**src/rtl/holt_winters_anomaly_scorer_core_assert.svh**
```systemverilog
// Assertion macros for the scorer RTL
`ifndef HOLT_WINTERS_ANOMALY_SCORER_CORE_ASSERT_SVH
`define HOLT_WINTERS_ANOMALY_SCORER_CORE_ASSERT_SVH

// Checked only out of reset; expects clk and rst_n in scope
`define HWAS_ASSERT(label, prop, msg) \
    label: assert property (@(posedge clk) disable iff (!rst_n) prop) else $error(msg);

// Checked at every edge, reset included
`define HWAS_ASSERT_ALWAYS(label, prop, msg) \
    label: assert property (@(posedge clk) prop) else $error(msg);

`endif

```
**src/rtl/hwas_pkg.sv**
```systemverilog
// Shared constants and saturation helpers of the Holt-Winters scorer
package hwas_pkg;

    localparam int SEASON_LEN = 64;
    localparam int IDX_W      = (SEASON_LEN > 1) ? $clog2(SEASON_LEN) : 1;

    localparam int WEIGHT_W = 17;
    localparam int FACTOR_W = 20;
    localparam int Q49_W    = 49;
    localparam int XMUL_W   = 52;

    localparam logic [WEIGHT_W-1:0] ONE_Q16    = 17'd65536;
    localparam logic [FACTOR_W-1:0] FACTOR_MAX = {FACTOR_W{1'b1}};
    localparam logic [Q49_W-1:0]    Q49_MAX    = {1'b0, {(Q49_W-1){1'b1}}};
    localparam logic [Q49_W-1:0]    Q49_MIN    = {1'b1, {(Q49_W-1){1'b0}}};

    // Configuration register indexes
    localparam int CFG_IDX_W = 2;
    localparam logic [CFG_IDX_W-1:0] REG_LEVEL_WEIGHT  = 2'd0;
    localparam logic [CFG_IDX_W-1:0] REG_TREND_WEIGHT  = 2'd1;
    localparam logic [CFG_IDX_W-1:0] REG_SEASON_WEIGHT = 2'd2;

    // Operation codes of an input beat
    localparam logic FUNC_INIT  = 1'b0;
    localparam logic FUNC_SCORE = 1'b1;

    // Saturate a 53-bit signed sum into Q32.16
    function automatic logic signed [Q49_W-1:0] sat49(input logic signed [52:0] x);
        logic signed [Q49_W-1:0] r;
        if ((x[52:48] == 5'b00000) || (x[52:48] == 5'b11111))
            r = x[48:0];
        else if (x[52])
            r = Q49_MIN;
        else
            r = Q49_MAX;
        return r;
    endfunction

    // Weights above one read as one
    function automatic logic [WEIGHT_W-1:0] clamp_w(input logic [WEIGHT_W-1:0] w);
        return (w > ONE_Q16) ? ONE_Q16 : w;
    endfunction

endpackage

```
**src/rtl/hwas_wmul.sv**
```systemverilog
// Two-stage weight multiply: w * x / 2^16, magnitude truncated
module hwas_wmul (
    input  logic                                 clk,
    input  logic                                 rst_n,
    input  logic                                 start,
    input  logic [hwas_pkg::WEIGHT_W-1:0]        w,
    input  logic signed [hwas_pkg::XMUL_W-1:0]   x,
    output logic                                 done,
    output logic signed [hwas_pkg::XMUL_W-1:0]   r
);

    logic [50:0] mag;
    logic [51:0] hi_reg;
    logic [hwas_pkg::WEIGHT_W-1:0] w_reg;
    logic [15:0] mlo_reg;
    logic        neg_reg;
    logic        s1_reg, done_reg;
    logic [32:0] lo;
    logic [51:0] sum;
    logic signed [hwas_pkg::XMUL_W-1:0] r_reg;

    assign mag = x[51] ? 51'(-x) : x[50:0];

    // stage one: upper partial product
    always_ff @(posedge clk)
    begin
        if (start)
        begin
            hi_reg  <= w * mag[50:16];
            w_reg   <= w;
            mlo_reg <= mag[15:0];
            neg_reg <= x[51];
        end
    end

    // stage two: lower partial product, sum and sign
    assign lo  = w_reg * mlo_reg;
    assign sum = hi_reg + {35'd0, lo[32:16]};

    always_ff @(posedge clk)
    begin
        if (s1_reg)
            r_reg <= neg_reg ? -$signed(sum) : $signed(sum);
    end

    always_ff @(posedge clk or negedge rst_n)
    begin
        if (!rst_n)
        begin
            s1_reg   <= 1'b0;
            done_reg <= 1'b0;
        end
        else
        begin
            s1_reg   <= start;
            done_reg <= s1_reg;
        end
    end

    assign done = done_reg;
    assign r    = r_reg;

endmodule

```
**config.mk**
```make
export PLATFORM = sky130hd
export DESIGN_NAME = hwas_wmul
export DESIGN_NICKNAME = d
export VERILOG_FILES = /design/src/rtl/holt_winters_anomaly_scorer_core_assert.svh /design/src/rtl/hwas_pkg.sv /design/src/rtl/hwas_wmul.sv
export SDC_FILE = /design/constraint.sdc
export NUM_CORES = 2
export LEC_CHECK = 0
export ABC_AREA = 1
export BUFFER_PORTS_ARGS = -buffer_cell sky130_fd_sc_hd__buf_2
export CAP_MARGIN = 20
export CORE_MARGIN = 3
export CORE_UTILIZATION = 50
export DETAILED_ROUTE_END_ITERATION = 7
export GPL_TIMING_DRIVEN = 1
export PLACE_DENSITY = 0.74
export SKIP_CTS_REPAIR_TIMING = 1
export SYNTH_ARGS = -nofsm -noshare
export SYNTH_HDL_FRONTEND = slang
export SYNTH_SLANG_ARGS = --single-unit
```
**constraint.sdc**
```tcl
create_clock -name clk -period 7.8 [get_ports clk]
set_clock_uncertainty 0.05 [all_clocks]
set_input_delay 0.78 -clock clk [delete_from_list [all_inputs] [get_ports clk]]
set_output_delay 0.78 -clock clk [all_outputs]
set_load 0.03 [all_outputs]
```
==> qor.csv <==
stage,metric,value,unit
status,status,finished with violations,
status,failing checks,setup timing,
floorplanning,IO Count,125,
setup_path,CP max FO,8,
timing,fin. max-slew vios,0,
synth,Cells after Synth,4992,
clock_tree,CTS root buffer,clkbuf_16,
timing,final setup margin,-0.351,ns
drt,DRC,0,
global_routing,number of global-route vias before repair,36600,
clock_tree,CTS sink cnt,140,
run,number of max-cap violations,0,
synth,synthesized area per cell,7.63,um2
floorplanning,Die ar.,79500,um2
clock_tree,Clock Latency Late Sink,0.46,ns
clock_tree,"Reg clk slew, reported paths",0.08,ns
synth,yosys warns,0,
setup_path,CP peak stage delay,0.61,ns
floorplanning,vertical die dimension,282,um
drt,Initial DRC Count,2748,
timing,RSZ-0062 raised after global routing,true,
min_path,Hold WC Path Type,in2async,
setup_path,Worst path slowest cell,edfxtp_1,
setup_path,Startpoint Class,flip-flop,
timing,Worst-Margin Slew,1.07,ns
clock_tree,Clock Tree Buf Depth,2,
drt,Via density,5.32,
setup_path,"Data arrival, critical path",8.32,ns
synth,Yosys top cell area share,36.9,%
floorplanning,Core Rows,100,
global_routing,initial antenna violation count,2,
global_routing,aggregate global-route resource usage,30.2,%
timing,Fin. Hold Viols,0,
synth,ys async rst share,1.43,%
drt,per-cell routed wire length,18.0,um
placed_design,Port Buffers,124,
synth,Unique masters post-synth,60,
synth,"EDFF count, synth",138,
timing,final-report setup violation count,36,
floorplanning,CORE AREA,74900,um2
timing,FMAX,123,MHz
drt,post-route ant nets,0,
drt,Routed WL,120,mm
synth,Seq cells post-synth,140,
clock_tree,cts bufs inserted,17,
floorplanning,Die Span X,282,um
synth,"count leader, synth",nand2_1,
synth,"Primary FF master, synth",edfxtp_1,
synth,sequential share of the synthesized area,11.0,%
floorplanning,Starting Density,50.8,%
timing,TNS Setup,-7.90,ns
synth,Synth area leader,fa_1,
synth,Area contributors post-synth,"fa_1 (37%), nand2_1 (13%), inv_1 (12%)",
final_layout,P&R area growth vs syn,23.3,%
setup_path,worst endpoint required time,7.97,ns
synth,Post-synth top cells,"nand2_1 (1,315), inv_1 (1,198), fa_1 (702)",
timing,min cycle time layout,8.15,ns
drt,via count,35400,
final_layout,Fillers,6433,
global_routing,total gr overflow,0,
final_layout,diodes inserted,0,
drt,drt pass-1 iters,6,
clock_tree,Max H-tree Level,4,
synth,Synth Cell Area,38100,um2
timing,Worst slew margin,29.0,%
setup_path,CP Capture Type,flip-flop,
final_layout,# nets final,6694,
placed_design,GPL Wtd Cong,0.994,
clock_tree,CTS tree,done,
global_routing,largest net degree at the start of global routing,81,
global_routing,first-pass GRT wire length,188,mm
placed_design,HPWL after DPL,99.4,mm
setup_path,critical path class,reg2reg,
timing,final worst-path cycle share,104,%
final_layout,layout cells sized above 1,22.6,%
synth,syn nets,6013,
-- layer usage --
metal | vias up | track usage [%] | wire [um]
met5 | - | 0 | 11
met4 | 2 | 15.3 | 7290
met3 | 451 | 4.84 | 9200
met2 | 1501 | 52.8 | 59100
met1 | 17300 | 36.1 | 44400
li1 | 16200 | - | -
-- area by class of cell --
type | instances | area [um2] | area share (%)
Tap cell | 969 | 1210 | 2.58
Timing Repair Buffer | 837 | 6270 | 13.3
Multi-Input combinational cell | 3471 | 30200 | 64.3
Inverter | 1206 | 4530 | 9.64
Clock buffer | 18 | 429 | 0.913
Sequential cell | 140 | 4200 | 8.93
Clock inverter | 14 | 125 | 0.266
-- cell families after synthesis --
| kind of cell | after synthesis | share of synthesized area [%] |
|---|---|---|
| AND/OR/NAND/NOR | 2105 | 22.9 |
| buffers and inverters | 1381 | 13.8 |
| adder cells (fa/ha/maj) | 949 | 45.0 |
| AO/OA/AOI/OAI | 289 | 4.24 |
| flip-flops | 140 | 11.0 |
| XOR/XNOR | 128 | 3.00 |
-- layout by cell type (no fill, tap or decap), types with 33 or more instances in the layout --
| cell type | n |
|---|---|
| fa_1 | 698 |
| nor2_1 | 328 |
| a21oi_1 | 105 |
| inv_1 | 1182 |
| ha_1 | 218 |
| nor2_4 | 33 |
| buf_2 | 123 |
| edfxtp_1 | 138 |
| nor3_1 | 39 |
| nand3_1 | 194 |
| buf_4 | 682 |
| xor2_1 | 82 |
| nand4_1 | 43 |
| nand2_2 | 136 |
| xnor2_1 | 34 |
| nand2_1 | 1187 |
| o21ai_0 | 52 |
| nor2_2 | 43 |
-- final timing paths --
kind	from	end	slack [ns]	depth (start not counted)
max in group asynchronous	rst_n	s1_reg	7.55	1
worst max register to register	mlo_reg[10]	r[51]	-0.35	37
worst max-delay path	mlo_reg[10]	r[51]	-0.35	37
min in group clk	start	s1_reg	0.49	1
worst min-delay path	rst_n	done	0.03	1
worst min register to register	s1_reg	r[5]	0.54	0
-- worst max-delay path: cells and delay by family, from the launching register on --
kind	cells	cell delay (ns)
buffers and inverters	6	0.38
AND/OR/NAND/NOR	17	1.96
flip-flops	1	0.61
AO/OA/AOI/OAI	5	0.86
adder cells (fa/ha/maj)	8	3.83
XOR/XNOR	1	0.21
-- stage by stage --
step	hold WS [ns]	instances	util (%)	setup WS (ns)	instance area, um2
final	0.0344	6655	62.7	-0.351	47000
after global routing	0.0231	6655	62.7	-0.675	47000
after CTS	0.0116	6602	59.9	-0.496	44900
after detailed placement	0.515	6570	59.2	-0.557	44400
after global placement	0.514	6570	59.2	-0.543	44400
after floorplan	0.434	4992	-	0.182	38100
Power is not shown: default switching activity piles up to over one toggle a cycle in this logic, so the estimate is an artifact.
