<file path="config.mk">
export PLATFORM = sky130hd
export DESIGN_NAME = hwas_fmem
export DESIGN_NICKNAME = d
export VERILOG_FILES = /design/src/rtl/holt_winters_anomaly_scorer_core_assert.svh /design/src/rtl/hwas_pkg.sv /design/src/rtl/hwas_fmem.sv
export SDC_FILE = /design/constraint.sdc
export NUM_CORES = 1
export LEC_CHECK = 0
export ABC_AREA = 1
export BUFFER_PORTS_ARGS = -buffer_cell sky130_fd_sc_hd__buf_2
export CAP_MARGIN = 15
export CORE_ASPECT_RATIO = 1.4
export CORE_MARGIN = 4
export CORE_UTILIZATION = 55
export CTS_BUF_LIST = sky130_fd_sc_hd__clkbuf_8 sky130_fd_sc_hd__clkbuf_16
export DETAILED_ROUTE_END_ITERATION = 8
export PLACE_DENSITY_LB_ADDON = 0.12
export SETUP_SLACK_MARGIN = 0.15
export SLEW_MARGIN = 20
export SYNTH_ARGS = -nofsm -noshare
export SYNTH_HDL_FRONTEND = slang
export SYNTH_SLANG_ARGS = --single-unit
export TNS_END_PERCENT = 5
</file>
<file path="constraint.sdc">
create_clock -name clk -period 2.2 [get_ports clk]
set_input_delay 0.22 -clock clk [delete_from_list [all_inputs] [get_ports clk]]
set_output_delay 0.22 -clock clk [all_outputs]
set_load 0.005 [all_outputs]
</file>
<file path="src/rtl/holt_winters_anomaly_scorer_core_assert.svh">
// Assertion macros for the scorer RTL
`ifndef HOLT_WINTERS_ANOMALY_SCORER_CORE_ASSERT_SVH
`define HOLT_WINTERS_ANOMALY_SCORER_CORE_ASSERT_SVH

// Checked only out of reset; expects clk and rst_n in scope
`define HWAS_ASSERT(label, prop, msg) \
    label: assert property (@(posedge clk) disable iff (!rst_n) prop) else $error(msg);

// Checked at every edge, reset included
`define HWAS_ASSERT_ALWAYS(label, prop, msg) \
    label: assert property (@(posedge clk) prop) else $error(msg);

`endif

</file>
<file path="src/rtl/hwas_pkg.sv">
// Shared constants and saturation helpers of the Holt-Winters scorer
package hwas_pkg;

    localparam int SEASON_LEN = 64;
    localparam int IDX_W      = (SEASON_LEN > 1) ? $clog2(SEASON_LEN) : 1;

    localparam int WEIGHT_W = 17;
    localparam int FACTOR_W = 20;
    localparam int Q49_W    = 49;
    localparam int XMUL_W   = 52;

    localparam logic [WEIGHT_W-1:0] ONE_Q16    = 17'd65536;
    localparam logic [FACTOR_W-1:0] FACTOR_MAX = {FACTOR_W{1'b1}};
    localparam logic [Q49_W-1:0]    Q49_MAX    = {1'b0, {(Q49_W-1){1'b1}}};
    localparam logic [Q49_W-1:0]    Q49_MIN    = {1'b1, {(Q49_W-1){1'b0}}};

    // Configuration register indexes
    localparam int CFG_IDX_W = 2;
    localparam logic [CFG_IDX_W-1:0] REG_LEVEL_WEIGHT  = 2'd0;
    localparam logic [CFG_IDX_W-1:0] REG_TREND_WEIGHT  = 2'd1;
    localparam logic [CFG_IDX_W-1:0] REG_SEASON_WEIGHT = 2'd2;

    // Operation codes of an input beat
    localparam logic FUNC_INIT  = 1'b0;
    localparam logic FUNC_SCORE = 1'b1;

    // Saturate a 53-bit signed sum into Q32.16
    function automatic logic signed [Q49_W-1:0] sat49(input logic signed [52:0] x);
        logic signed [Q49_W-1:0] r;
        if ((x[52:48] == 5'b00000) || (x[52:48] == 5'b11111))
            r = x[48:0];
        else if (x[52])
            r = Q49_MIN;
        else
            r = Q49_MAX;
        return r;
    endfunction

    // Weights above one read as one
    function automatic logic [WEIGHT_W-1:0] clamp_w(input logic [WEIGHT_W-1:0] w);
        return (w > ONE_Q16) ? ONE_Q16 : w;
    endfunction

endpackage

</file>
<file path="src/rtl/hwas_fmem.sv">
// Seasonal factor store: synchronous RAM plus per-slot valid flops
module hwas_fmem (
    input  logic                             clk,
    input  logic                             rst_n,
    input  logic                             clr,
    input  logic                             rd_en,
    input  logic [hwas_pkg::IDX_W-1:0]       rd_addr,
    input  logic                             we,
    input  logic [hwas_pkg::IDX_W-1:0]       wr_addr,
    input  logic [hwas_pkg::FACTOR_W-1:0]    wr_data,
    output logic [hwas_pkg::FACTOR_W-1:0]    rd_data,
    output logic                             rd_valid
);

    logic [hwas_pkg::FACTOR_W-1:0] mem [hwas_pkg::SEASON_LEN];
    logic [hwas_pkg::SEASON_LEN-1:0] valid_reg;
    logic [hwas_pkg::FACTOR_W-1:0] rd_data_reg;
    logic rd_valid_reg;

    // RAM port
    always_ff @(posedge clk)
    begin
        if (we)
            mem[wr_addr] <= wr_data;
        if (rd_en)
            rd_data_reg <= mem[rd_addr];
    end

    // valid bits, cleared by reset or init
    always_ff @(posedge clk or negedge rst_n)
    begin
        if (!rst_n)
        begin
            valid_reg    <= '0;
            rd_valid_reg <= 1'b0;
        end
        else
        begin
            if (clr)
                valid_reg <= '0;
            else if (we)
                valid_reg[wr_addr] <= 1'b1;
            if (rd_en)
                rd_valid_reg <= valid_reg[rd_addr];
        end
    end

    assign rd_data  = rd_data_reg;
    assign rd_valid = rd_valid_reg;

endmodule

</file>
==> metrics.md, run 1 <==
| Metric | Value |
|---|---|
| Leak | `22.09 nW` |
| WL final | `157800 microns` |
| Max-slew violations | `0` |
| Largest register FFs | `1280` |
| DR pass1 iterations | `6` |
| Area grow syn2layout | `16.43%` |
| Clock Skew | `0.02653 ns` |
| GP Congestion | `0.8782` |
| Endpoints failing setup | `0` |
| Seq/Total Area, Yosys | `74.91%` |
| Crit path max fanout | `1` |
| H-tree Lvls | `4` |
| Reg-to-reg setup timing slack | `0.31 ns` |
| Reg-to-reg endpoint | `rd_data[13]` |
| Max-Cap Viols | `0` |
| Crit Path Category | `reg -> reg` |
| Chip height | `379.7 microns` |
| Initial antenna violation count | `6` |
| Gr ovfl total | `0` |
| Post-Synth Simple-Gate Area | `12.73%` |
| Critical Path RT | `2.70 ns` |
| Clock Sinks | `1365` |
| First-pass GRT wire length | `231000 microns` |
| Multiplexer share of the synthesized area | `0%` |
| Main combinational cell family by area after synthesis | `simple AND/OR/NAND/NOR gates` |
| XOR/XNOR Fraction of Synth Area | `0%` |
| Non-filler cells, final | `6046` |
| Fmax | `529.9 MHz` |
| # IOs | `58` |
| Final Hold Viols | `0` |
| Worst hold path class | `in -> reg` |
| Vias | `36.64k` |
| Slew @ Worst Pin | `0.8693 ns` |
| PD cells | `859.6 nW/um^2` |
| Fraction of layout cells with a size suffix above 1 | `11.97%` |
| Starting Density | `55.38%` |
| CP Data Arrival Time | `2.39 ns` |
| Dpl ws | `-0.6082 ns` |
| Core ar. | `98010 sq um` |
| Finished Core Util | `64.48%` |
| Cells after synthesis | `4456` |
| Worst skew pair latency | `0.76 ns` |
| Via density | `6.059` |
| Adder-cell area share of the yosys netlist | `0%` |
| Post-route setup slack | `0.3130 ns` |
| Synth cell types | `17` |
| Register clock-pin slew on the reported worst setup and hold paths | `0.06 ns` |
| #FFs+latches synth | `1365` |
| TritonCTS buffer count | `130` |
| Hold_sp | `wr_data[5]` |
| CTS tree | `yes` |
| Root Driver | `clkbuf_16` |
| Worst Reg-to-Reg Cells | `8` |
| Min Tclk post-route | `1.887 ns` |
| Slew headroom | `42.04%` |
| Post-DRT Antenna Nets | `0` |
| Placed cell area | `58930 sq um` |
| Mapped Area | `54280 sq um` |
| Port Buf Inserts | `57` |
| Clock buffer depth | `3` |
| Largest net degree at the start of global routing | `85` |
| Layout Nets | `4669` |
| Hold slack final | `0.04377 ns` |
| Final Cell Area | `63200 sq um` |
| DPL Wire Length | `93270 microns` |
| DRC violations left | `0` |
| DRT iter0 DRCs | `3921` |
| GRT Resource Usage Total | `30.37%` |
| RR Startpoint | `mem[25][13]` |
| DP Cell Count | `5793` |
| Outcome | `complete, no violations` |
| Busiest layer in global routing | `met2` |
| Compound-cell area share of the yosys netlist | `9.395%` |
| Drt wl/cell | `26.10 microns` |
| Crit path launch type | `flip-flop` |
| Die area | `103900 sq um` |
| Post-Syn Nets | `4493` |
| Ys Warns | `0` |
| Std-Cell Rows | `136` |
| Final worst-path cycle share | `85.77%` |
| Crit end category | `flip-flop` |
| Grt met3 use | `4.610%` |
| DIE WIDTH | `273.5 microns` |
| Met2 usage | `50.38%` |
| Min-Delay Endpoint | `mem[6][5]` |
| Pwr Total | `54.33 mW` |
| Setup TNS | `0 ns` |
| Worst VDD drop | `0.0007484 V` |
| Syn Area/Cell | `12.18 sq um` |
| RSZ-0062 raised after global routing | `no` |
| Worst Hold Depth | `1` |
| Routing usage on met1 | `38.82%` |
| Vias in the first global route | `35.31k` |
-- cells in the mapped netlist --
master / number / area, sq um
inv_2: 3 / 11.26
dfrtp_1: 65 / 1627
edfxtp_1: 1300 / 39040
o22ai_1: 260 / 1627
clkbuf_1: 197 / 739.5
clkinv_1: 2 / 7.510
nand2_1: 713 / 2676
a21oi_1: 80 / 400.4
nor3_1: 13 / 65.06
nand3_1: 278 / 1391
o21ai_1: 32 / 160.2
o21ai_0: 582 / 2913
buf_2: 58 / 290.3
buf_1: 25 / 93.84
inv_1: 92 / 345.3
buf_4: 16 / 120.1
nor2_1: 740 / 2778
-- what timing repair did --
| action | CTS | global route |
|---|---|---|
| buffers inserted | 0 | 0 |
| setup endpoints to repair | 1 | 0 |
| hold buffers | 18 | 0 |
| gates resized for setup | 1 | 0 |
| endpoints found under the hold margin | 685 | 0 |
-- worst max-delay path, stage by stage (launching register included) --
cell      delay, ns
edfxtp_1       0.37
a21oi_1        0.15
o21ai_0        0.10
nand3_1        0.09
nand2_1        0.10
a21oi_1        0.23
o21ai_1        0.16
nand3_1        0.31
nand2_1        0.10
-- area by class of cell --
class                           instances  area (sq um)
Clock inverter                         93         680.7
Multi-Input combinational cell       2698         12170
Clock buffer                          136          3392
Fill cell                            7405         34810
Sequential cell                      1365         40660
Antenna cell                            6         15.01
Inverter                               97         384.1
Timing Repair Buffer                  340          4250
Tap cell                             1311          1640
-- cells in the final DEF, fill, tap and decap left out, drive strengths merged --
cell type,instances
edfxtp,1300
nor2,740
nand2,713
o21ai,614
buf,322
nand3,278
o22ai,260
clkbuf,136
inv,121
a21oi,80
dfrtp,65
clkinv,59
dlygate4sd3,18
nor3,13
bufinv,10
diode,6
-- per-layer routing --
layer	up-vias	share of wire, %
li1	16341	-
met1	18255	37
met2	1688	50
met3	349	7.8
met4	2	5.8
met5	-	0.0082
-- power breakdown --
part,switching [mW],internal [mW]
Clock,9.45,12.3
Sequential,0.0834,28.7
Combinational,2.70,1.15
Total,12.2,42.1
-- worst max-delay path by stage --
stage | from | end | slack (ns) | cells past startpoint
5_1_grt | mem[25][13] | rd_data[13] | 0.22 | 8
2_1_floorplan | we | mem[55][0] | 0.19 | 4
3_3_place_gp | rd_addr[0] | rd_data[0] | -0.59 | 12
6_report | mem[25][13] | rd_data[13] | 0.31 | 8
4_1_cts | mem[22][0] | rd_data[0] | 0.34 | 7
3_5_place_dp | rd_addr[0] | rd_data[0] | -0.61 | 12
-- cells by family (layout without fill, tap and decap cells) --
group           count (synthesis)  after routing
compound gates                954            954
simple gates                 1744           1744
flops                        1365           1365
other cells                     0              6
buf+inv                       393            666
Power figures use the tool's default switching activity.
==> inputs of run 2 (changes only) <==
--- a/config.mk
+++ b/config.mk
@@ -13,10 +13,10 @@
 export CORE_UTILIZATION = 55
 export CTS_BUF_LIST = sky130_fd_sc_hd__clkbuf_8 sky130_fd_sc_hd__clkbuf_16
 export DETAILED_ROUTE_END_ITERATION = 8
-export PLACE_DENSITY_LB_ADDON = 0.12
+export PLACE_DENSITY_LB_ADDON = 0.08
 export SETUP_SLACK_MARGIN = 0.15
 export SLEW_MARGIN = 20
 export SYNTH_ARGS = -nofsm -noshare
 export SYNTH_HDL_FRONTEND = slang
 export SYNTH_SLANG_ARGS = --single-unit
-export TNS_END_PERCENT = 5
+export TNS_END_PERCENT = 30
==> run 2 against run 1 <==
Via count decreased by 0.61%. Power increased by 0.22%. Combinational power decreased by 2%. Final area about the same. Register-to-register slack improved by 0.10 ns. Final cell count about the same. Non-clock buffer count unchanged. Largest cell class unchanged.
==> metrics.md, run 2 (synthesis gave the netlist of run 1 again) <==
| Metric | Value |
|---|---|
| Fmax | `560.5 MHz` |
| Crit end category | `flip-flop` |
| H-tree Lvls | `4` |
| Critical Path RT | `2.69 ns` |
| Hold slack final | `0.06753 ns` |
| Final Hold Viols | `0` |
| Gr ovfl total | `0` |
| Chip height | `379.7 microns` |
| Vias | `36.41k` |
| Crit path launch type | `flip-flop` |
| Worst hold path class | `in -> async` |
| Min Tclk post-route | `1.784 ns` |
| Post-DRT Antenna Nets | `0` |
| Final Cell Area | `63200 sq um` |
| GRT Resource Usage Total | `29.83%` |
| Clock buffer depth | `3` |
| Starting Density | `55.38%` |
| Slew @ Worst Pin | `0.8937 ns` |
| TritonCTS buffer count | `130` |
| Clock Sinks | `1365` |
| Root Driver | `clkbuf_16` |
| First-pass GRT wire length | `228100 microns` |
| PD cells | `861.6 nW/um^2` |
| Largest net degree at the start of global routing | `97` |
| Worst skew pair latency | `0.75 ns` |
| Slew headroom | `40.42%` |
| Leak | `22.10 nW` |
| CP Data Arrival Time | `2.28 ns` |
| WL final | `154500 microns` |
| Vias in the first global route | `35.02k` |
| Setup TNS | `0 ns` |
| GP Congestion | `0.8631` |
| Port Buf Inserts | `57` |
| Endpoints failing setup | `0` |
| Crit Path Category | `reg -> reg` |
| Clock Skew | `0.01961 ns` |
| DIE WIDTH | `273.5 microns` |
| Post-CTS Resized | `0` |
| Layout Nets | `4669` |
| DR pass1 iterations | `6` |
| Register clock-pin slew on the reported worst setup and hold paths | `0.07 ns` |
| Outcome | `complete, no violations` |
| CTS tree | `yes` |
| Largest register FFs | `1280` |
| Commonest non-fill, non-tap cell in the layout | `edfxtp_1` |
| Max-slew violations | `0` |
| Area grow syn2layout | `16.42%` |
| DRC violations left | `0` |
| Crit path max fanout | `1` |
| Via density | `6.021` |
| Final worst-path cycle share | `81.10%` |
| Std-Cell Rows | `136` |
| Core ar. | `98010 sq um` |
| RSZ-0062 raised after global routing | `no` |
| Max-Cap Viols | `0` |
| Fraction of layout cells with a size suffix above 1 | `12.14%` |
| Finished Core Util | `64.48%` |
| DRT iter0 DRCs | `4015` |
| # IOs | `58` |
| DPL Wire Length | `89310 microns` |
| Die area | `103900 sq um` |
| Pwr Total | `54.45 mW` |
| Initial antenna violation count | `7` |
| Placed cell area | `58830 sq um` |
| Worst VDD drop | `0.0007654 V` |
| Fillers | `7410` |
| Drt wl/cell | `25.55 microns` |
| Most frequent cells in the layout | `1300 x edfxtp_1, 713 x nand2_1, 676 x nor2_1` |
[run 2: worst paths after layout]
| check | startpoint | to | slack (ns) | depth (start not counted) |
|---|---|---|---|---|
| max | mem[54][2] | rd_data[2] | 0.42 | 9 |
| min | rst_n | valid_reg[56] | 0.07 | 3 |
| max reg2reg | mem[54][2] | rd_data[2] | 0.42 | 9 |
| min reg2reg | valid_reg[12] | valid_reg[12] | 0.50 | 2 |
| max in group asynchronous | rst_n | valid_reg[28] | 1.90 | 3 |
| min in group clk | wr_data[0] | mem[8][0] | 0.10 | 1 |
[run 2: layout make-up]
class	count	area, sq um	share of cell area (%)
Sequential cell	1365	40660	64.34
Multi-Input combinational cell	2698	12170	19.26
Timing Repair Buffer	340	4160	6.583
Clock buffer	144	3547	5.613
Tap cell	1311	1640	2.596
Clock inverter	92	626.9	0.9919
Inverter	97	385.4	0.6098
Antenna cell	1	2.502	0.003960
[run 2: report_power, final]
part / internal (mW) / switching [mW]
Clock: 12.5 / 9.41
Sequential: 28.7 / 0.101
Combinational: 1.13 / 2.64
[run 2: critical path, cell delays in order (launching register included)]
cell and delay (ns):
edfxtp_1 0.36, o21ai_0 0.26, o22ai_1 0.12, nand2_1 0.06
nand2_1 0.05, nand2_1 0.13, nand3_1 0.17, nand3_1 0.16
buf_4 0.14, nand2_1 0.08
[run 2: stage by stage]
step | setup WS [ns] | std cells
after detailed placement | -0.1980 | 5793
after global routing | 0.3054 | 6048
after CTS | 0.4290 | 6047
final | 0.4159 | 6048
after floorplan | 0.1874 | 4456
after global placement | -0.2200 | 5793
[run 2: per-layer routing]
layer / GRT usage (%) / vias to the layer above / routed length (microns)
li1: - / 16328 / -
met3: 5.216 / 282 / 12900
met1: 41.16 / 18144 / 60900
met5: 0 / - / 13
met4: 10.02 / 2 / 5635
met2: 48.60 / 1656 / 75070
[run 2: timing repair]
action,4_1_cts,5_1_grt
setup buffers,0,0
hold endpoints to repair,508,0
hold buffers,18,0
