`config.mk`:
```
export PLATFORM = sky130hd
export DESIGN_NAME = hwas_div
export DESIGN_NICKNAME = d
export VERILOG_FILES = /design/src/rtl/holt_winters_anomaly_scorer_core_assert.svh /design/src/rtl/hwas_div.sv
export SDC_FILE = /design/constraint.sdc
export NUM_CORES = 1
export LEC_CHECK = 0
export BUFFER_PORTS_ARGS = -buffer_cell sky130_fd_sc_hd__buf_2
export CORE_ASPECT_RATIO = 0.7
export CORE_MARGIN = 2
export CORE_UTILIZATION = 30
export CTS_CLUSTER_DIAMETER = 200
export DETAILED_ROUTE_END_ITERATION = 8
export GPL_ROUTABILITY_DRIVEN = 0
export PLACE_DENSITY_LB_ADDON = 0.2
export REMOVE_ABC_BUFFERS = 1
export SKIP_CTS_REPAIR_TIMING = 1
export SYNTH_ARGS = -nofsm -noshare
export SYNTH_HDL_FRONTEND = slang
export SYNTH_SLANG_ARGS = --single-unit
```
`constraint.sdc`:
```
create_clock -name clk -period 4.3 [get_ports clk]
set_input_delay 1.29 -clock clk [delete_from_list [all_inputs] [get_ports clk]]
set_output_delay 1.29 -clock clk [all_outputs]
set_load 0.005 [all_outputs]
```
`src/rtl/holt_winters_anomaly_scorer_core_assert.svh`:
```
// Assertion macros for the scorer RTL
`ifndef HOLT_WINTERS_ANOMALY_SCORER_CORE_ASSERT_SVH
`define HOLT_WINTERS_ANOMALY_SCORER_CORE_ASSERT_SVH

// Checked only out of reset; expects clk and rst_n in scope
`define HWAS_ASSERT(label, prop, msg) \
    label: assert property (@(posedge clk) disable iff (!rst_n) prop) else $error(msg);

// Checked at every edge, reset included
`define HWAS_ASSERT_ALWAYS(label, prop, msg) \
    label: assert property (@(posedge clk) prop) else $error(msg);

`endif

```
`src/rtl/hwas_div.sv`:
```
// Bit-serial restoring divider, 64-bit dividend by 49-bit divisor
module hwas_div (
    input  logic        clk,
    input  logic        rst_n,
    input  logic        start,
    input  logic [63:0] dividend,
    input  logic [48:0] divisor,
    output logic        busy,
    output logic [63:0] quot
);

    logic [48:0] rem_reg,  rem_next;
    logic [63:0] quot_reg, quot_next;
    logic [48:0] dsr_reg,  dsr_next;
    logic [6:0]  cnt_reg,  cnt_next;
    logic        busy_reg, busy_next;
    logic [49:0] trial;

    // one quotient bit a cycle
    always_comb
    begin
        rem_next  = rem_reg;
        quot_next = quot_reg;
        dsr_next  = dsr_reg;
        cnt_next  = cnt_reg;
        busy_next = busy_reg;
        trial     = {rem_reg, quot_reg[63]};
        if (start)
        begin
            rem_next  = '0;
            quot_next = dividend;
            dsr_next  = divisor;
            cnt_next  = '0;
            busy_next = 1'b1;
        end
        else if (busy_reg)
        begin
            if (trial >= {1'b0, dsr_reg})
            begin
                rem_next  = 49'(trial - {1'b0, dsr_reg});
                quot_next = {quot_reg[62:0], 1'b1};
            end
            else
            begin
                rem_next  = trial[48:0];
                quot_next = {quot_reg[62:0], 1'b0};
            end
            cnt_next = cnt_reg + 7'd1;
            if (cnt_reg == 7'd63)
                busy_next = 1'b0;
        end
    end

    always_ff @(posedge clk or negedge rst_n)
    begin
        if (!rst_n)
        begin
            busy_reg <= 1'b0;
            cnt_reg  <= '0;
        end
        else
        begin
            busy_reg <= busy_next;
            cnt_reg  <= cnt_next;
        end
    end

    always_ff @(posedge clk)
    begin
        rem_reg  <= rem_next;
        quot_reg <= quot_next;
        dsr_reg  <= dsr_next;
    end

    assign busy = busy_reg;
    assign quot = quot_reg;

endmodule

```
==> flow_metrics.tcl, run 1 <==
set metrics [dict create \
    synth_ff_type "edfxtp_1" \
    worstHoldPathType "flop to flop" \
    power.density_mw_per_mm2 597 \
    vias 7884 \
    cts_root_buffer "clkbuf_16" \
    worstPathArrival_ns 3.90 \
    ys_ff_latch 170 \
    fin_nets 1312 \
    viasPerCell 4.97 \
    tightest_slew_ns 0.867 \
    clk_latency_ns 0.45 \
    htreeDepth 4 \
    mostFrequentLayoutCell "buf_2" \
    holdWs_ns 0.479 \
    grt_pass1_vias 7518 \
    maxCapViolations 0 \
    grt_max_degree 70 \
    skew_ns 0.0113 \
    power_mw 7.02 \
    async_reset_ff_share_pct 4.71 \
    largest_reg_flops 64 \
    cts_num_sinks 170 \
    p_leak_nw 4.90 \
    portBuffers 180 \
    path_class "flop to flop" \
    synth_edf_count 113 \
    regToRegSetupSlack_ns 0.60 \
    die_x_um 221 \
    postRouteWirelength_um 25800 \
    clk_path_buf_depth 2 \
    ys_seq_area_share_pct 46.4 \
    placed_cell_area_mm2 0.0112 \
    pin_count 181 \
    synth.distinct_cells 66 \
    ant_nets 0 \
    crit_fanout 28 \
    syn_area_per_cell_um2 9.95 \
    final_area_mm2 0.0118 \
    synthCells 991 \
    drtPass1Iterations 5 \
    grt_setup_unrepaired "no" \
    fin_crit_sh_pct 86.1 \
    setup_viol 0 \
    cts_made_buffers 17 \
    post-route-drc-count 0 \
    nFillCells 3263 \
    start_kind "flop" \
    finalCriticalPeriod_ns 3.70 \
    grt_usage_pct 15.4 \
    dr.first_iter.drc_count 545 \
    tritoncts "done" \
    grt_pass1_wl_um 41500 \
    mostFrequentLayoutCells "buf_2, edfxtp_1, nand2_1, nor2_1, a21oi_1" \
    path_clk_slew_ns 0.07 \
    antenna_found_initial 2 \
    die_y_um 156 \
    max_freq_mhz 270 \
    hpwl_um 18700 \
    slew_viol_final 0 \
    start_util_pct 30.5 \
    syn_to_final_growth_pct 19.2 \
    ys_warn_count 0 \
    finalHoldViolations 0 \
    ir_worst_vdd_mv 0.259 \
    netlist_area_mm2 0.00986 \
    grt_overflow 0 \
    row_count 55 \
    post_drt_wl_per_cell_um 16.3 \
    crit_path_end_kind "flop" \
    cp.required_ns 4.49 \
    relSlewSlack_pct 42.1 \
    core_area_mm2 0.0323 \
    outcome "complete, no violations" \
    drive_gt1_share_pct 26.0 \
    die-area_mm2 0.0344 \
]
-- critical path, cell delays in order (launching register included) --
cell and delay [ns]:
edfxtp_1 0.40, inv_1 0.08, ha_1 0.16, inv_1 0.05, fa_1 0.40, a21oi_1 0.20
o21ai_0 0.18, a211oi_1 0.26, buf_4 0.18, and4b_1 0.21, o21ai_1 0.38, o21bai_4 0.37
buf_12 0.29, mux2_2 0.26
-- power breakdown --
| part | internal, mW | switching [mW] | total (mW) |
|---|---|---|---|
| logic | 1.32 | 1.91 | 3.22 |
| registers | 2.08 | 0.222 | 2.30 |
| clock network | 0.802 | 0.691 | 1.49 |
-- per-stage QoR --
step | std cells | utilization [%] | TNS (ns) | worst slack [ns]
global placement | 1553 | 34.6 | 0 | 0.800
CTS | 1585 | 36.3 | 0 | 0.617
detailed placement | 1553 | 34.6 | 0 | 0.639
global route | 1585 | 36.3 | 0 | 0.279
finish | 1586 | 36.3 | 0 | 0.598
floorplan | 935 | - | -0.735 | -0.216
-- synthesized netlist by cell type (11+ instances only) --
cell type	number	area [um2]
nor2b_1	11	68.8
xnor2_1	23	201
nand3_1	14	70.1
inv_1	64	240
clkbuf_1	40	150
nand4_1	20	125
o21ai_0	38	190
xor2_1	16	140
nor2_1	82	308
a21oi_1	71	355
mux2_2	70	788
ha_1	50	626
edfxtp_1	113	3390
dfxtp_1	49	981
nor3_1	13	65.1
nand2_1	112	420
o21bai_1	13	97.6
a311oi_1	30	263
a211oi_1	12	90.1
a21o_1	14	105
-- cells by family after synthesis --
group,count (synthesis),share of synthesized area (%)
fa+ha+maj,51,6.54
buf+inv,120,4.83
flops,170,46.4
mux,77,8.70
xor+xnor,39,3.46
compound gates,247,16.9
simple gates,287,13.2
-- final timing paths --
check / startpoint / to / cells after the start
setup / recovery: quot[63] / quot[0] / 13
hold / removal: rem_reg[48] / rem_reg[48] / 2
setup reg to reg: quot[63] / quot[0] / 13
hold reg to reg: rem_reg[48] / rem_reg[48] / 2
max in group asynchronous: rst_n / busy / 1
min in group asynchronous: rst_n / cnt_reg[0] / 1
-- routing by layer --
metal,vias up,routed length [um],global-route usage [%]
li1,3954,-,-
met3,16,1880,4.81
met1,3663,13400,23.4
met4,2,252,4.00
met5,-,13,0
met2,249,10300,20.6
-- layout make-up --
cell class | instances | area, um2 | area share [%]
Multi-Input combinational cell | 701 | 4820 | 41.0
Sequential cell | 170 | 4580 | 38.9
Timing Repair Buffer | 191 | 1030 | 8.74
Tap cell | 427 | 534 | 4.55
Clock buffer | 19 | 433 | 3.68
Inverter | 64 | 240 | 2.04
Clock inverter | 13 | 116 | 0.990
Antenna cell | 1 | 2.50 | 0.0213
Power figures use the tool's default switching activity.
==> inputs of run 2 (changes only) <==
--- a/config.mk
+++ b/config.mk
@@ -5,12 +5,14 @@
 export SDC_FILE = /design/constraint.sdc
 export NUM_CORES = 1
 export LEC_CHECK = 0
-export BUFFER_PORTS_ARGS = -buffer_cell sky130_fd_sc_hd__buf_2
+export CAP_MARGIN = 30
 export CORE_ASPECT_RATIO = 0.7
 export CORE_MARGIN = 2
 export CORE_UTILIZATION = 30
 export CTS_CLUSTER_DIAMETER = 200
+export CTS_CLUSTER_SIZE = 30
 export DETAILED_ROUTE_END_ITERATION = 8
+export DONT_BUFFER_PORTS = 1
 export GPL_ROUTABILITY_DRIVEN = 0
 export PLACE_DENSITY_LB_ADDON = 0.2
 export REMOVE_ABC_BUFFERS = 1
==> flow_metrics.tcl, run 2 (synthesis results as in run 1) <==
set metrics [dict create \
    grt_util_met1_pct 21.8 \
    slew_viol_final 0 \
    syn_to_final_growth_pct 10.0 \
    top_usage_layer "met1" \
    grt_usage_pct 14.8 \
    grt_pass1_wl_um 39600 \
    critPathSlowestCell "a211oi_1" \
    hold_depth 2 \
    dr.first_iter.drc_count 497 \
    worstHoldStart "rem_reg[30]" \
    portBuffers 0 \
    slowest_delay_ns 0.65 \
    cp.required_ns 4.62 \
    grt_max_degree 171 \
    relSlewSlack_pct 49.1 \
    finalCriticalPeriod_ns 3.86 \
    viasPerCell 5.11 \
    mostFrequentLayoutCell "edfxtp_1" \
    post-route-drc-count 0 \
    power.density_mw_per_mm2 642 \
    hpwl_um 17600 \
    maxCapViolations 0 \
    p_leak_nw 4.20 \
    fin_crit_sh_pct 89.8 \
    ant_nets 0 \
    worstHoldPathType "flop to flop" \
    die_y_um 156 \
    r2r-end "rem_reg[39]" \
    placed_cell_area_mm2 0.0102 \
    path_class "flop to flop" \
    tightest_slew_ns 0.758 \
    pin_count 181 \
    crit_fanout 20 \
    hold_path_end "rem_reg[31]" \
    outcome "complete, no violations" \
    crit_chain "inv_1 -> ha_1 -> inv_1 -> fa_1 -> a21oi_1 -> o21ai_0 -> a211oi_1 -> and4b_1 -> o21ai_1 -> o21ba_1 -> buf_4 -> nor2_1 -> a221oi_1 -> a211oi_1" \
    start_kind "flop" \
    crit_family "compound AO/OA/AOI/OAI gates" \
    core_area_mm2 0.0323 \
    setup_viol 0 \
    cts_num_sinks 170 \
    gr-usage-met2_pct 20.5 \
    holdWs_ns 0.491 \
    skew_ns 0.0130 \
    grt_pass1_vias 6985 \
    drive_gt1_share_pct 12.5 \
    die-area_mm2 0.0344 \
    final.setup.tns_ns 0 \
    regToRegSetupSlack_ns 0.44 \
    crit_buf_inv 3 \
    grt_setup_unrepaired "no" \
    clk_path_buf_depth 2 \
    row_count 55 \
    ir_worst_vdd_mv 0.277 \
    worstPathArrival_ns 4.18 \
    vias 7177 \
    max_freq_mhz 259 \
    die_x_um 221 \
    path_clk_slew_ns 0.08 \
    htreeDepth 4 \
    antenna_found_initial 5 \
    tritoncts "done" \
    cts_root_buffer "clkbuf_16" \
    grt_overflow 0 \
    postRouteWirelength_um 24900 \
    largest_reg_flops 64 \
    fin_nets 1129 \
    r2r_start "quot[63]" \
    mostFrequentLayoutCells "edfxtp_1, nand2_1, nor2_1, a21oi_1, mux2_2" \
    grtUsageMet3_pct 5.34 \
    final_area_mm2 0.0109 \
    finalHoldViolations 0 \
    start_util_pct 30.5 \
    post_drt_wl_per_cell_um 17.8 \
    cts_made_buffers 17 \
    utilization_pct 33.6 \
    r2r_cells 14 \
    crit_path_end_kind "flop" \
    drtPass1Iterations 5 \
    clk_latency_ns 0.45 \
]
[run 2: changes by cell type in the layout (fill, tap and decap cells not counted), moves of 2 or more]
cell,change
buf_2,-179
inv_8,+5
buf_12,-2
clkbuf_1,-2
clkinv_1,-2
clkinv_8,+2
[run 2: where the power goes]
part	total, mW	switching, mW	leakage (nW)	internal [mW]
sequential	2.32	0.244	1.66	2.08
clock	1.60	0.765	0.298	0.833
combinational	3.05	1.82	2.24	1.23
total	6.97	2.83	4.20	4.14
[run 2: worst max path at each step]
stage	startpoint	end	slack, ns	cells after the start
after global routing	quot[63]	rem_reg[39]	0.07	14
after detailed placement	quot[63]	rem_reg[39]	0.46	14
after global placement	quot[63]	rem_reg[39]	0.59	14
after floorplan	quot[63]	rem_reg[43]	-0.22	13
after CTS	quot[63]	rem_reg[39]	0.43	14
final	quot[63]	rem_reg[39]	0.44	14
[run 2: cell type report]
cell class                 instances  area [um2]
tap                              427         534
sequential                       170        4580
clock inverter                    15         173
inverter                          64         240
multi-input combinational        701        4820
fill                            3347       21500
antenna                            2        5.00
clock buffer                      17         425
timing repair buffer               8        72.6
[run 2: per-layer routing]
layer	up-vias	share of wire, %
met5	-	0.11
met4	4	0.77
met3	16	6.7
met2	187	40
met1	3393	52
li1	3577	-
[run 2: worst register-to-register path: stages, from the launching register on]
cell and delay (ns):
edfxtp_1 0.44, inv_1 0.09, ha_1 0.16, inv_1 0.05, fa_1 0.40, a21oi_1 0.21
o21ai_0 0.18, a211oi_1 0.65, and4b_1 0.30, o21ai_1 0.34, o21ba_1 0.22, buf_4 0.25
nor2_1 0.07, a221oi_1 0.27, a211oi_1 0.11
[run 2: through the flow]
stage	setup slack, ns	std cells	power (mW)
floorplan	-0.216	935	4.60
global placement	0.593	1370	5.38
detailed placement	0.462	1370	5.37
CTS	0.426	1402	7.02
global route	0.0671	1402	7.50
finish	0.439	1404	6.97
==> inputs of run 3 (changes only) <==
--- a/config.mk
+++ b/config.mk
@@ -8,7 +8,7 @@
 export CAP_MARGIN = 30
 export CORE_ASPECT_RATIO = 0.7
 export CORE_MARGIN = 2
-export CORE_UTILIZATION = 30
+export CORE_UTILIZATION = 60
 export CTS_CLUSTER_DIAMETER = 200
 export CTS_CLUSTER_SIZE = 30
 export DETAILED_ROUTE_END_ITERATION = 8
==> flow_metrics.tcl, run 3 (synthesis results as in run 1) <==
set metrics [dict create \
    start_kind "flop" \
    crit_chain "inv_1 -> ha_1 -> inv_1 -> fa_1 -> a21oi_1 -> o21ai_0 -> a211oi_1 -> buf_4 -> and4b_1 -> o21ai_1 -> o21bai_4 -> buf_4 -> mux2_2" \
    pre_cts_slack_ns 0.663 \
    worstHoldPathType "flop to flop" \
    ir_worst_vdd_mv 0.350 \
    n_antenna_cell 0 \
    worst_slack_ns 0.539 \
    clk_latency_ns 0.44 \
    die_x_um 157 \
    pin_count 181 \
    crit_buf_inv 4 \
    outcome "complete, no violations" \
    post_drt_wl_per_cell_um 17.8 \
    relSlewSlack_pct 36.3 \
    crit_path_end_kind "flop" \
    portBuffers 0 \
    power.density_mw_per_mm2 647 \
    grt_setup_unrepaired "no" \
    mostFrequentLayoutCells "edfxtp_1, nand2_1, nor2_1, a21oi_1, mux2_2" \
    hpwl_um 14800 \
    final_cell_count_no_fill 1201 \
    viasPerCell 6.07 \
    post-route-drc-count 0 \
    crit_fanout 29 \
    vias 7286 \
    antenna_found_initial 1 \
    dr.first_iter.drc_count 697 \
    grt_usage_pct 25.3 \
    core_area_mm2 0.0162 \
    tightest_slew_ns 0.954 \
    grt_pass1_vias 6836 \
    tritoncts "done" \
    slew_viol_final 0 \
    clk_path_buf_depth 2 \
    cts_root_buffer "clkbuf_16" \
    skew_ns 0.0115 \
    ant_nets 0 \
    holdWs_ns 0.479 \
    start_util_pct 60.9 \
    postRouteWirelength_um 21400 \
    largest_reg_flops 64 \
    cp.required_ns 4.49 \
    path_clk_slew_ns 0.07 \
    finalHoldViolations 0 \
    htreeDepth 4 \
    max_freq_mhz 266 \
    fin_nets 1130 \
    mostFrequentLayoutCell "edfxtp_1" \
    die_y_um 111 \
    power_mw 6.83 \
    syn_to_final_growth_pct 7.09 \
    row_count 39 \
    slowest_delay_ns 0.44 \
    drive_gt1_share_pct 12.5 \
    path_class "flop to flop" \
    die-area_mm2 0.0175 \
    grt_overflow 0 \
    crit_family "compound AO/OA/AOI/OAI gates" \
    worstPathArrival_ns 3.95 \
    setup_viol 0 \
    fin_crit_sh_pct 87.5 \
    critPathSlowestCell "edfxtp_1" \
    grt_pass1_wl_um 35100 \
    finalCriticalPeriod_ns 3.76 \
    cts_made_buffers 17 \
    p_leak_nw 4.18 \
    grt_max_degree 171 \
    dp_cells 1169 \
    maxCapViolations 0 \
    regToRegSetupSlack_ns 0.54 \
    cts_num_sinks 170 \
    drtPass1Iterations 5 \
]
run 3: cell types whose count changed in the layout (fill, tap and decap cells not counted), sizes merged:
cell,before,now
diode,2,0
buf,8,9
bufinv,1,0
clkinvlp,0,1
run 3: worst paths after layout:
| path | from | to | depth (start not counted) |
|---|---|---|---|
| hold / removal | rem_reg[48] | rem_reg[48] | 2 |
| min in group asynchronous | rst_n | cnt_reg[3] | 0 |
| setup / recovery | quot[63] | quot[0] | 13 |
| setup reg to reg | quot[63] | quot[0] | 13 |
| max in group asynchronous | rst_n | busy | 0 |
| hold reg to reg | rem_reg[48] | rem_reg[48] | 2 |
run 3: final cells by class:
| cell class | instances | area [um2] |
|---|---|---|
| Clock buffer | 17 | 425 |
| Sequential cell | 170 | 4580 |
| Timing Repair Buffer | 9 | 67.6 |
| Multi-Input combinational cell | 701 | 4820 |
| Clock inverter | 15 | 149 |
| Tap cell | 225 | 282 |
| Fill cell | 1348 | 5640 |
| Inverter | 64 | 240 |
run 3: stage by stage:
step                utilization (%)  setup TNS, ns  cell area (um2)
floorplan                         -         -0.735             9630
global placement               61.7              0             9990
detailed placement             61.7              0             9990
CTS                            65.2              0            10600
global route                   65.2              0            10600
finish                         65.2              0            10600
run 3: tightest hold or removal path: stages, from the launching register on:
cell	delay (ns)
dfxtp_1	0.33
nand2_1	0.06
o31ai_1	0.05
run 3: layer usage:
layer  GRT usage (%)  up-vias  wire, um  share of wire, %
li1                -     3585         -                 -
met1            38.5     3393     10500                49
met5               0        -        13             0.061
met4            7.33        2       296               1.4
met3            7.00       28      1690               7.9
met2            35.0      278      8900                42
run 3: where the power goes:
group	leakage [nW]	total [mW]	switching [mW]	internal, mW
sequential	1.66	2.33	0.251	2.08
combinational	2.24	3.00	1.78	1.22
clock	0.283	1.50	0.721	0.775
total	4.18	6.83	2.75	4.08
